`config.mk`:
```
export PLATFORM = sky130hd
export DESIGN_NAME = dctn_sqrt
export DESIGN_NICKNAME = d
export VERILOG_FILES = /design/src/sv/dctn_pkg.sv /design/src/sv/dctn_sqrt.sv
export SDC_FILE = /design/constraint.sdc
export NUM_CORES = 2
export LEC_CHECK = 0
export BUFFER_PORTS_ARGS = -buffer_cell sky130_fd_sc_hd__buf_2
export CAP_MARGIN = 20
export CORE_MARGIN = 2
export CORE_UTILIZATION = 60
export DETAILED_ROUTE_END_ITERATION = 10
export PLACE_DENSITY_LB_ADDON = 0.1
export SYNTH_ARGS = -nofsm -noshare
export SYNTH_HDL_FRONTEND = slang
export SYNTH_SLANG_ARGS = --single-unit
```
`constraint.sdc`:
```
create_clock -name clk -period 10.1 [get_ports clk]
set_input_delay 2.02 -clock clk [delete_from_list [all_inputs] [get_ports clk]]
set_output_delay 2.02 -clock clk [all_outputs]
set_load 0.05 [all_outputs]
```
`src/sv/dctn_pkg.sv`:
```
// ----------------------------------------------------------------------------
// dctn_pkg
// Shared widths, payload types and index tables of the dipole coupling tensor.
// ----------------------------------------------------------------------------
package dctn_pkg;

  localparam int POS_W   = 32;              // Q15.16 position
  localparam int DIF_W   = POS_W + 1;       // displacement
  localparam int MAG_W   = 24;              // |d| below the far limit
  localparam int SQR_W   = 2 * MAG_W;       // one squared component
  localparam int SUM_W   = SQR_W + 2;       // sum of three squares
  localparam int RAD_W   = 64;              // radicand, sum shifted by 14
  localparam int RT_W    = RAD_W / 2;       // root R
  localparam int UN_W    = 62;              // numerator of the unit vector
  localparam int UQ_W    = 32;              // quotient width of the unit vector
  localparam int UA_W    = 31;              // unit vector magnitude, Q1.30
  localparam int PRD_W   = 2 * UA_W;        // Ua * Ub
  localparam int G_W     = 66;              // signed G
  localparam int GM_W    = 64;              // |G|
  localparam int DEN_W   = 96;              // R^3
  localparam int ENT_W   = 48;              // Q31.16 entry
  localparam int N_ENT   = 6;

  localparam logic [ENT_W-1:0] ENT_POS_LIM = {1'b0, {(ENT_W-1){1'b1}}};
  localparam logic [ENT_W-1:0] ENT_NEG_LIM = {1'b1, {(ENT_W-1){1'b0}}};

  // row and column of each unique entry: xx, yy, zz, xy, xz, yz
  localparam int PAIR_A [N_ENT] = '{0, 1, 2, 0, 0, 1};
  localparam int PAIR_B [N_ENT] = '{0, 1, 2, 1, 2, 2};

  typedef struct packed {
    logic signed [POS_W-1:0] first_x;
    logic signed [POS_W-1:0] first_y;
    logic signed [POS_W-1:0] first_z;
    logic signed [POS_W-1:0] second_x;
    logic signed [POS_W-1:0] second_y;
    logic signed [POS_W-1:0] second_z;
  } dctn_in_t;

  typedef struct packed {
    logic signed [ENT_W-1:0] entry_xx;
    logic signed [ENT_W-1:0] entry_yy;
    logic signed [ENT_W-1:0] entry_zz;
    logic signed [ENT_W-1:0] entry_xy;
    logic signed [ENT_W-1:0] entry_xz;
    logic signed [ENT_W-1:0] entry_yz;
    logic                    coincident;
    logic                    saturated;
  } dctn_out_t;

endpackage

```
`src/sv/dctn_sqrt.sv`:
```
// ----------------------------------------------------------------------------
// dctn_sqrt
// Pipelined integer square root, one result bit per stage, floor rounding.
// ----------------------------------------------------------------------------
module dctn_sqrt #(
  parameter int XW = dctn_pkg::RAD_W
) (
  input  logic            clk,
  input  logic            en,
  input  logic [XW-1:0]   radicand,
  output logic [XW/2-1:0] root
);
  import dctn_pkg::*;

  localparam int HW = XW / 2;

  logic [HW:0]   rem_q  [HW-1];
  logic [XW-1:0] x_q    [HW-1];
  logic [HW-1:0] root_q [HW];

  for (genvar i = 0; i < HW; i++) begin : g_step
    logic [HW:0]   rem_in;
    logic [XW-1:0] x_in;
    logic [HW-1:0] root_in;
    logic [HW+2:0] t;
    logic [HW+2:0] trial;
    logic          take;

    if (i == 0) begin : g_first
      assign rem_in  = '0;
      assign x_in    = radicand;
      assign root_in = '0;
    end else begin : g_next
      assign rem_in  = rem_q[i-1];
      assign x_in    = x_q[i-1];
      assign root_in = root_q[i-1];
    end

    assign t     = {rem_in, x_in[XW-1:XW-2]};
    assign trial = {1'b0, root_in, 2'b01};
    assign take  = (t >= trial);

    always_ff @(posedge clk) begin
      if (en) begin
        root_q[i] <= {root_in[HW-2:0], take};
      end
    end

    if (i < HW - 1) begin : g_carry
      logic [HW+2:0] diff;
      assign diff = t - trial;
      always_ff @(posedge clk) begin
        if (en) begin
          rem_q[i] <= take ? diff[HW:0] : t[HW:0];
          x_q[i]   <= {x_in[XW-3:0], 2'b00};
        end
      end
    end
  end

  assign root = root_q[HW-1];
endmodule

```
Yosys cells after proc, flatten, opt, wreduce, memory -nomap -nowiden
Memories as Yosys holds them, arrays and structs flattened.
Cells that the tools add are included.
{ "word_totals": {"regBits": 0, "latchBits": 0, "ram_bits": 3969, "mem_bits_ro": 0, "output_inout_bits": 32, "wordCells": 99, "mem_count": 3} }
{ "classes": {"addsub": 31, "n_mul": 0, "div_mod_pow": 0, "n_lt_le_gt_ge": 32, "eq_ne": 0, "shifts": 0, "n_mux": 33, "bitwise": 0, "reduce_logical": 0} }
{ "memory_table": {"columns": ["name", "depth", "word_bits", "read_ports", "rd_ports_with_merged_regs", "wr", "line", "source"], "rows": [
  ["x_q", 31, 62, 31, 0, 31, "dctn_sqrt.sv:18", "logic [XW-1:0] x_q [HW-1];"],
  ["root_q", 32, 32, 32, 0, 32, "dctn_sqrt.sv:19", "logic [HW-1:0] root_q [HW];"],
  ["rem_q", 31, 33, 31, 0, 31, "dctn_sqrt.sv:17", "logic [HW:0] rem_q [HW-1];"]
]} }
{ "op_table": {"columns": ["operator", "n"], "rows": [
  ["$ge 35x34->1", 31],
  ["$mux 33", 31],
  ["$sub 33x33->33", 30],
  ["$sub 2x1->3 const B", 1],
  ["$ge 2x1->1 const B", 1],
  ["$mux 1", 2]
]} }

Logic depth before layout (Yosys ltp)
An unclocked memory read counts as a cell.
{ "depth": {"depth_word": 3, "ltp_mapped": 15, "mapped_depth_nobuf": 12} }

Worst setup path after synthesis
No wires, ideal clock.
{ "synth_timing": {"path_kind": "flip-flop to flip-flop", "from": "memory rem_q[12][3] in the netlist's numbering", "to": "memory rem_q[12][38] in the netlist's numbering, data pin", "setup_ns": 0.260, "t_arrival_ns": 3.206, "path_slack_ns": 6.635, "stages_incl_launch_ff": 12, "n_path_buf": 1, "cell_sequence": "edfxtp_1 -> ha_1 -> a21oi_1 -> nor2b_1 -> o21ai_0 -> nor4bb_1 -> o31ai_1 -> o311ai_0 -> a21boi_0 -> nor4_2 -> buf_2 -> mux2_2"} }
{ "synth_lines": {"columns": ["element", "line"], "rows": [
  ["start: declaration", "dctn_sqrt.sv:17"]
]} }

==> metrics <==
Final Max Tran Viols=0; RSZ-0062 raised after global routing=false; drt wl/cell=19.6 um; die area=0.198 mm2; Period minus WS final=4.35 ns; Core ar.=0.193 mm2; hold_buf cts=0; multi-input logic area=0.0382 mm2; Rel. slew slack=0.302; root buf cell=clkbuf_16; DRC=0; # port buffers=97; maximum clock rate=0.230 GHz; clk_skew=0.0538 ns; Setup crit start kind=flop; crit path max-delay cell type=o41ai_2; DR vias=69,800; max cap viols=0; Std-Cell Rows=161; CP max stage delay=0.64 ns; Ports=98; GRT Util Overall=0.237; drt first pass iters=6; WP buf/inv=1; CTS tree=built; CP Capture Type=flop; Post-synth EDFFs=2,495; share of async-settable or async-resettable flops after synthesis=0; Fillers=13,800; Cells after Synth=8,996; CTS HTree Levels=5; via/cell ratio=5.83; Final HPWL DP=167 mm; post-synthesis sequential element count=2,495; met2 routed WL=115 mm; Iter 0 DRT Violations=5,621; Final Cycle Share=0.430; M1 WL=103 mm; Setup Buffers After CTS=0; class of the worst hold path=reg -> reg; Antenna Violating Nets Remaining=0; Top FF cell, synth=edfxtp_1; Highest Signal Layer=met4; largest net degree at the start of global routing=188; share of cells above drive strength 1=0.0756; GR Overflow Total=0; Clock Latency Late Sink=0.91 ns; GP Congestion=0.930; WS Path Type=reg -> reg; setup violators final=0; Bufs on Longest Clock Path=4; Max FO, Critical Path=49; Die Width=444 um; Final Core Density=0.668; synthesized cell area=0.116 mm2; final wirelength=235 mm; power per standard cell area=231 mW/mm2; final number of hold-violating endpoints=0; global-route wire length before repair=371 mm; CTS Sinks=2,495; Final nets=9,878; vias in the first global route=68,400; worst hold margin=0.398 ns; WP data arrival=4.98 ns; Initial Utilization=0.604; outcome=finished clean; PostCTS Resize Cnt=0; Seq. cell area=0.0749 mm2; clk slew on worst S/H paths=0.06 ns; Power Total=29.7 mW; Top delay family on crit path=compound AO/OA/AOI/OAI gates; initial antenna violation count=3; WL met3=9.51 mm; Inserted Clock Buffers=277; Tightest Pin Transition=1.05 ns; total negative slack=0 ns; chip height=444 um; Mean Syn Cell Area=12.9 um2; LEAKAGE=49.2 nW; Seq/Total Area, Yosys=0.644; Peak VDD IR=0.240 mV; Yosys cell types=87; Synthesis Warnings=0; required time worst endpoint=10.73 ns; CP Cell Sequence=ha_1 -> o21ai_0 -> a211oi_1 -> a21oi_1 -> o21ai_0 -> a21oi_1 -> o21a_1 -> o41ai_2 -> buf_4 -> mux2_2; Syn Nets=9,623; area delta synth->final=10.5%
synth_stat cells, types with 18 or more instances:
master	count	area share
a211oi_1	49	0.0032
a21boi_0	33	0.0021
a21o_1	243	0.016
a21oi_1	557	0.024
a311oi_1	20	0.0015
a31oi_1	55	0.0030
and2_1	31	0.0017
and3_1	55	0.0030
clkbuf_1	151	0.0049
edfxtp_1	2495	0.64
ha_1	561	0.060
inv_1	704	0.023
mux2_2	91	0.0088
mux2i_1	21	0.0018
nand2_1	634	0.020
nand2b_1	114	0.0061
nand3_1	146	0.0063
nand3b_1	19	0.0012
nand4_1	97	0.0052
nand4b_1	18	0.0014
nor2_1	536	0.017
nor2b_1	81	0.0044
nor3_1	196	0.0084
nor3b_1	21	0.0014
nor4_1	109	0.0059
o211ai_1	34	0.0022
o21a_1	85	0.0055
o21ai_0	463	0.020
o21bai_1	63	0.0041
o31ai_1	53	0.0034
or2_2	43	0.0023
or3_1	99	0.0053
or4_1	73	0.0047
xnor2_1	416	0.031
xor2_1	369	0.028
cell usage in the layout (no fill, tap or decap), drive strengths merged, types with 76 or more instances in the layout:
master	Yosys	layout
clkbuf	151	327
nor3	196	196
nand3	146	146
or4	76	76
buf	24	149
or3	100	100
nand4	97	97
o21ai	465	465
ha	561	561
xor2	369	369
mux2	91	91
o21a	85	85
inv	706	710
nor2	536	536
nand2	634	634
a21o	243	243
edfxtp	2495	2495
nor2b	82	82
xnor2	416	416
nand2b	114	114
a21oi	557	557
nor4	114	114
clkinv	2	106
path summary, 6_finish.rpt:
check	startpoint	end	slack [ns]	cells past startpoint
hold reg to reg	x_q[0][97]	x_q[1][37]	0.40	0
hold / removal	x_q[0][97]	x_q[1][37]	0.40	0
setup reg to reg	rem_q[13][33]	rem_q[14][4]	5.75	10
setup / recovery	rem_q[13][33]	rem_q[14][4]	5.75	10
stage by stage:
step / setup slack (ns) / instance area [um2] / std cells
after floorplan: 6.63 / 116000 / 8996
after global placement: 5.54 / 120000 / 11500
after detailed placement: 5.47 / 120000 / 11500
after CTS: 5.75 / 129000 / 12000
after global routing: 5.42 / 129000 / 12000
final: 5.75 / 129000 / 12000
cell type report:
type | instances | share of cell area
Timing Repair Buffer | 151 | 0.00819
Multi-Input combinational cell | 5618 | 0.297
Antenna cell | 4 | 0.0000778
Clock inverter | 147 | 0.00996
Sequential cell | 2495 | 0.583
Clock buffer | 325 | 0.0566
Tap cell | 2526 | 0.0246
Inverter | 708 | 0.0207
power breakdown:
| part | leakage [nW] | total [mW] | switching, mW | internal [mW] |
|---|---|---|---|---|
| clock | 4.17 | 9.56 | 3.89 | 5.67 |
| combinational | 21.1 | 6.12 | 3.58 | 2.53 |
| sequential | 24.0 | 14.0 | 0.909 | 13.1 |
state kept, by name (all words and copies together), names as in the netlist:
register and count:
rem_q 975, x_q 992, root_q 528
logic make-up (layout without fill, tap and decap cells):
logic type / Yosys count / count (layout) / synth area share
other: 1 / 5 / 0.0000322
muxes: 112 / 112 / 0.0106
adders and majority gates: 561 / 561 / 0.0603
buffers and inverters: 883 / 1331 / 0.0287
AOI/OAI and AO/OA: 1831 / 1831 / 0.0980
DFF: 2495 / 2495 / 0.644
and+or+nand+nor: 2328 / 2328 / 0.0995
xor gates and xnor gates: 785 / 785 / 0.0591
routing by layer:
metal | global-route usage | vias to the layer above
met5 | 0 | -
met4 | 0.0735 | 0
met3 | 0.0291 | 445
met2 | 0.400 | 1553
met1 | 0.322 | 33900
li1 | - | 33900
Power figures use the tool's default switching activity.
