`src/sv/dctn_pkg.sv`:
```
// ----------------------------------------------------------------------------
// dctn_pkg
// Shared widths, payload types and index tables of the dipole coupling tensor.
// ----------------------------------------------------------------------------
package dctn_pkg;

  localparam int POS_W   = 32;              // Q15.16 position
  localparam int DIF_W   = POS_W + 1;       // displacement
  localparam int MAG_W   = 24;              // |d| below the far limit
  localparam int SQR_W   = 2 * MAG_W;       // one squared component
  localparam int SUM_W   = SQR_W + 2;       // sum of three squares
  localparam int RAD_W   = 64;              // radicand, sum shifted by 14
  localparam int RT_W    = RAD_W / 2;       // root R
  localparam int UN_W    = 62;              // numerator of the unit vector
  localparam int UQ_W    = 32;              // quotient width of the unit vector
  localparam int UA_W    = 31;              // unit vector magnitude, Q1.30
  localparam int PRD_W   = 2 * UA_W;        // Ua * Ub
  localparam int G_W     = 66;              // signed G
  localparam int GM_W    = 64;              // |G|
  localparam int DEN_W   = 96;              // R^3
  localparam int ENT_W   = 48;              // Q31.16 entry
  localparam int N_ENT   = 6;

  localparam logic [ENT_W-1:0] ENT_POS_LIM = {1'b0, {(ENT_W-1){1'b1}}};
  localparam logic [ENT_W-1:0] ENT_NEG_LIM = {1'b1, {(ENT_W-1){1'b0}}};

  // row and column of each unique entry: xx, yy, zz, xy, xz, yz
  localparam int PAIR_A [N_ENT] = '{0, 1, 2, 0, 0, 1};
  localparam int PAIR_B [N_ENT] = '{0, 1, 2, 1, 2, 2};

  typedef struct packed {
    logic signed [POS_W-1:0] first_x;
    logic signed [POS_W-1:0] first_y;
    logic signed [POS_W-1:0] first_z;
    logic signed [POS_W-1:0] second_x;
    logic signed [POS_W-1:0] second_y;
    logic signed [POS_W-1:0] second_z;
  } dctn_in_t;

  typedef struct packed {
    logic signed [ENT_W-1:0] entry_xx;
    logic signed [ENT_W-1:0] entry_yy;
    logic signed [ENT_W-1:0] entry_zz;
    logic signed [ENT_W-1:0] entry_xy;
    logic signed [ENT_W-1:0] entry_xz;
    logic signed [ENT_W-1:0] entry_yz;
    logic                    coincident;
    logic                    saturated;
  } dctn_out_t;

endpackage

```
`src/sv/dctn_div.sv`:
```
// ----------------------------------------------------------------------------
// dctn_div
// Pipelined restoring divider, one quotient bit per stage.
// The upper part of the numerator above the quotient bits must be below den.
// ----------------------------------------------------------------------------
module dctn_div #(
  parameter int NW = dctn_pkg::UN_W,
  parameter int DW = dctn_pkg::RT_W,
  parameter int QW = dctn_pkg::UQ_W
) (
  input  logic          clk,
  input  logic          en,
  input  logic [NW-1:0] num,
  input  logic [DW-1:0] den,
  output logic [QW-1:0] quo
);
  import dctn_pkg::*;

  logic [DW-1:0] rem_q [QW-1];
  logic [QW-1:0] lo_q  [QW-1];
  logic [DW-1:0] den_q [QW-1];
  logic [QW-1:0] quo_q [QW];

  for (genvar i = 0; i < QW; i++) begin : g_step
    logic [DW-1:0] rem_in;
    logic [QW-1:0] lo_in;
    logic [DW-1:0] den_in;
    logic [QW-1:0] quo_in;
    logic [DW:0]   t;
    logic          take;

    if (i == 0) begin : g_first
      assign rem_in = DW'(num[NW-1:QW]);
      assign lo_in  = num[QW-1:0];
      assign den_in = den;
      assign quo_in = '0;
    end else begin : g_next
      assign rem_in = rem_q[i-1];
      assign lo_in  = lo_q[i-1];
      assign den_in = den_q[i-1];
      assign quo_in = quo_q[i-1];
    end

    assign t    = {rem_in, lo_in[QW-1]};
    assign take = (t >= {1'b0, den_in});

    always_ff @(posedge clk) begin
      if (en) begin
        quo_q[i] <= {quo_in[QW-2:0], take};
      end
    end

    if (i < QW - 1) begin : g_carry
      logic [DW:0] diff;
      assign diff = t - {1'b0, den_in};
      always_ff @(posedge clk) begin
        if (en) begin
          rem_q[i] <= take ? diff[DW-1:0] : t[DW-1:0];
          lo_q[i]  <= {lo_in[QW-2:0], 1'b0};
          den_q[i] <= den_in;
        end
      end
    end
  end

  assign quo = quo_q[QW-1];
endmodule
```
`config.mk`:
```
export PLATFORM = sky130hd
export DESIGN_NAME = dctn_div
export DESIGN_NICKNAME = d
export VERILOG_FILES = /design/src/sv/dctn_pkg.sv /design/src/sv/dctn_div.sv
export SDC_FILE = /design/constraint.sdc
export NUM_CORES = 2
export LEC_CHECK = 0
export BUFFER_PORTS_ARGS = -buffer_cell sky130_fd_sc_hd__buf_2
export CAP_MARGIN = 20
export CELL_PAD_IN_SITES_DETAIL_PLACEMENT = 1
export CELL_PAD_IN_SITES_GLOBAL_PLACEMENT = 2
export CORE_ASPECT_RATIO = 2
export CORE_MARGIN = 8
export CORE_UTILIZATION = 30
export CTS_BUF_LIST = sky130_fd_sc_hd__clkbuf_4
export CTS_CLUSTER_SIZE = 16
export DETAILED_ROUTE_END_ITERATION = 16
export PLACE_DENSITY_LB_ADDON = 0.3
export RECOVER_POWER = 50
export SLEW_MARGIN = 20
export SYNTH_ARGS = -nofsm -noshare
export SYNTH_HDL_FRONTEND = slang
export SYNTH_SLANG_ARGS = --single-unit
```
`constraint.sdc`:
```
create_clock -name clk -period 3.7 [get_ports clk]
set_clock_uncertainty 0.1 [all_clocks]
set_input_delay 0.185 -clock clk [delete_from_list [all_inputs] [get_ports clk]]
set_output_delay 0.185 -clock clk [all_outputs]
set_load 0.05 [all_outputs]
```
-- Word level (Yosys, flattened, before mapping)
Memories as Yosys holds them, arrays and structs flattened.
Cells that the tools add are included.
- order comparisons: 32
- add/subtract/negate cells: 31
- shift-type cells: 0
- reductions and logical operators: 0
- multiply operators: 0
- bitwise operators: 0
- muxes and demuxes: 33
- equality and inequality tests: 0
- div/mod/pow operators: 0
- operators by type and width (operator ; number):
    33-bit by 32-bit greater-or-equal comparator with 1-bit output ; 31
    32-bit two-way mux ; 31
    32-bit subtractor ; 30
    31-bit by 32-bit greater-or-equal comparator with 1-bit output ; 1
    31-bit by 32-bit subtractor with 32-bit output ; 1
    1-bit two-way mux ; 2
- input bits: 96
- memory bits (read-only): 0
- latch bits: 0
- RAM bits: 3969
- bits in registers: 0
- memories kept: 4
- memory list (name ; depth ; bits a word ; rd ports ; clocked after memory_dff ; write ports ; line ; RTL):
    quo_q ; 32 ; 32 ; 32 ; 0 ; 32 ; dctn_div.sv:22 ; logic [QW-1:0] quo_q [QW];
    den_q ; 31 ; 32 ; 31 ; 0 ; 31 ; dctn_div.sv:21 ; logic [DW-1:0] den_q [QW-1];
    rem_q ; 31 ; 32 ; 31 ; 0 ; 31 ; dctn_div.sv:19 ; logic [DW-1:0] rem_q [QW-1];
    lo_q ; 31 ; 31 ; 31 ; 0 ; 31 ; dctn_div.sv:20 ; logic [QW-1:0] lo_q [QW-1];

-- Longest topological paths before layout
An unclocked memory read counts as a cell.
- word-level depth: 3
- depth in mapped cells: 15
- gate-level depth less buffers: 14

-- Worst setup path after synthesis
No wires, ideal clock.
- path type: input to register
- from: input port num[31]
- to: memory rem_q[0][23] (netlist name), data pin
- slack: 0.028 ns
- stages: 15
- library setup time: 0.262 ns
- arrival time: 3.310 ns
- path buffers: 1
- required time: 3.338 ns
- cells stage by stage: inv_1 -> ha_1 -> inv_1 -> fa_1 -> a21o_1 -> a21o_1 -> a2111oi_4 -> o41ai_2 -> a221oi_4 -> a31oi_1 -> o21a_1 -> o31ai_2 -> a21o_4 -> buf_6 -> mux2_1
- RTL lines (item ; line ; RTL):
    start: declaration ; dctn_div.sv:13 ; input logic [NW-1:0] num,
    end: declaration ; dctn_div.sv:19 ;

==> metrics.csv <==
metric,value,unit
syn_nets,14064,
Synth cell types,98,
CP max FO,7,
critical path arrival,4.92,ns
type of origin of the critical path,input port,
Pleak,77.4,nW
Final ANT Viol Nets,0,
Final Cell Area,0.189,mm2
Die X,526,um
CTS buffer count,771,
Post-synth EDFFs,3008,
fmax,260,MHz
Worst EP required,4.77,ns
Post-Route Setup TNS,-2.62,ns
Synth Flop Type,edfxtp_1,
sequential area share after synthesis,57.8,%
pin slew with the least headroom to its limit,0.955,ns
DRC,0,
CP most frequent cell,dlygate4sd3_1,
Final Hold Fails,0,
Synth area leaders,"edfxtp_1 (58%), ha_1 (8.2%), a21oi_1 (3.3%)",
Post-Route WL,447,mm
initial antenna violation count,26,
normalized max-slew margin,36.3,%
violated checks,setup timing,
WHS,0.154,ns
vias,108197,
status,"complete, but fails checks",
CORE AREA,0.520,mm2
Final Total Pwr,0.164,W
area share of the largest cell type after synthesis,57.8,%
clock latency at the later pin of the worst-skew pair,1.52,ns
die area,0.545,mm2
clk root buf,clkbuf_4,
FF-to-FF End,rem_q[0][505],
pre-CTS WS,-0.338,ns
Detailed Routing Iterations Pass 1,8,
crit-path max cell delay,0.59,ns
CP Capture Point,rem_q[0][1],
reg2reg setup slack,0.01,ns
TritonCTS clock tree,yes,
Rows,375,
"count leader, synth",edfxtp_1,
critical path class,in -> reg,
nets@finish,16191,
Hold Crit Depth,7,
Tot GR Track Use,15.6,%
CP Capture Type,flip-flop,
worst hold path class,in -> reg,
Max-Cap Viols,0,
CTS Buffer Depth,5,
worst vdd ir,0.328,mV
async set or reset register ratio after synthesis,0,%
Synth top cells by count,"edfxtp_1 (3008), inv_1 (1270), ha_1 (1023), a21oi_1 (1019), nand2_1 (827)",
Syn Area/Cell,12.1,um2
largest net degree at the start of global routing,90,
gpl congestion,0.845,
period utilisation layout,104,%
Initial Util,30.0,%
gr ovfl total,0,
CP Cell Sequence,dlygate4sd3_1 > dlygate4sd3_1 > clkbuf_1 > inv_1 > ha_4 > or2_2 > a2111oi_4 > o41ai_4 > a221oi_4 > a31oi_1 > o21a_1 > o31ai_4 > a21o_4 > buf_12 > mux2_2 > dlygate4sd3_1,
hpwl dp,327,mm
CTS HTree Levels,6,
first-pass GRT wire length,674,mm
Final WS setup,-0.149,ns
share of post-route cells with drive strength above 1,21.0,%
wire length per cell,20.0,um
R2R cell count,13,
yosys warns,0,
RSZ-0062 raised after global routing,yes,
number of port buffers,127,
"flops & latches, synth",3008,
area grow syn2layout,21.3,%
Die Span Y,1.04,mm
pwr dens,866,mW/mm2
Yosys top cell by area,edfxtp_1,
clock period minus worst slack,3.85,ns
"Cell Area, Placed",0.174,mm2
mapped cell area,0.156,mm2
number of global-route vias before repair,113831,
Sink Count,3008,
Vias/cell,4.83,
Clock Pin Slew Worst Setup and Hold Paths,0.08,ns
FILL cells,56565,
CP startpoint,den[5],
Initial DRC Count,5628,
reg-to-reg startpoint,rem_q[0][448],
CP max stage cell,dlygate4sd3_1,
Post-Synthesis Cells,12914,
Slew Limit Fails,0,
final setup fails,26,
io pins,128,
placed cells by master (no fill, tap or decap), types with 54 or more instances in the layout:
cell type and n:
edfxtp_1 3008, inv_1 1262, buf_4 1077, clkbuf_4 1046, ha_1 975, a21oi_1 956
nand2_1 827, o21ai_0 694, nor2_1 627, a21o_1 553, xnor2_1 510, xor2_1 314
mux2_2 303, dlygate4sd3_1 281, clkinv_1 187, nand3_1 173, nand4_1 167, nand2b_1 143
o21a_1 139, nor2b_1 138, nor3_1 135, o21bai_1 133, buf_2 104, and3_1 103
a31oi_1 101, buf_12 84, mux2_4 83, a211oi_1 82, o31ai_1 65, clkinv_2 56
a21oi_2 54, o211ai_1 54, clkbuf_1 54
sequential cells by signal, summed over array words and instances (netlist names):
| name | cells |
|---|---|
| quo_q | 528 |
| lo_q | 496 |
| den_q | 992 |
| rem_q | 992 |
kinds of logic (layout without fill, tap and decap cells):
logic type	count (synthesis)	in the layout	synth area share, %
compound gates	3369	3369	13.7
xor+xnor	824	824	4.62
fa+ha+maj	1054	1054	8.59
buf+inv	1586	4245	3.92
flops	3008	3008	57.8
mux	449	449	3.34
other cells	0	27	0
simple gates	2624	2624	8.01
power breakdown:
group	switching, W	internal (W)	leakage (nW)	total (W)
Sequential	0.00544	0.0491	29.4	0.0545
Clock	0.0143	0.0142	5.55	0.0285
Combinational	0.0431	0.0379	42.5	0.0810
per-stage QoR:
step / utilization, % / cells
5_1_grt: 36.4 / 22381
6_report: 36.4 / 22386
3_3_place_gp: 33.4 / 20659
2_1_floorplan: - / 12914
3_5_place_dp: 33.4 / 20659
4_1_cts: 35.9 / 22269
repair_timing:
action,in CTS,in global routing
pin swaps,13,119
cloned,3,26
endpoints found under the hold margin,3104,11
setup buffers,17,70
resized for setup,95,396
endpoints found under the setup margin,399,691
hold buffers,285,9
worst max-delay path: cells and delay by family:
family	cells	cell delay (ns)
buffers and inverters	6	2.13
AOI/OAI and AO/OA	7	1.73
adders and majority gates	1	0.21
muxes	1	0.33
and+or+nand+nor	1	0.33
per-layer routing:
| layer | up-vias | part of all wire, % | global-route usage, % |
|---|---|---|---|
| li1 | 52351 | - | - |
| met1 | 53134 | 46 | 20.4 |
| met2 | 1848 | 47 | 26.3 |
| met3 | 858 | 3.5 | 2.44 |
| met4 | 6 | 3.5 | 5.85 |
| met5 | - | 0.0074 | 0 |
area by class of cell:
class | instances | area [um2] | area share [%]
clock buffer | 1021 | 7660 | 4.05
antenna | 27 | 67.6 | 0.0357
inverter | 1271 | 4770 | 2.52
timing repair buffer | 1669 | 14400 | 7.58
multi-input combinational | 8320 | 62100 | 32.8
tap | 6786 | 8490 | 4.48
sequential | 3008 | 90300 | 47.7
clock inverter | 284 | 1690 | 0.894
worst min-delay path by stage:
stage          startpoint     endpoint  slack, ns
6_report          num[31]  rem_q[0][1]       0.15
2_1_floorplan      den[0]  den_q[0][0]       0.18
5_1_grt           num[31]  rem_q[0][1]       0.03
3_5_place_dp       num[5]   lo_q[0][5]       0.26
4_1_cts           num[32]  rem_q[0][1]       0.01
3_3_place_gp       num[5]   lo_q[0][5]       0.26
No activity file was read; power rests on OpenSTA's default activity.
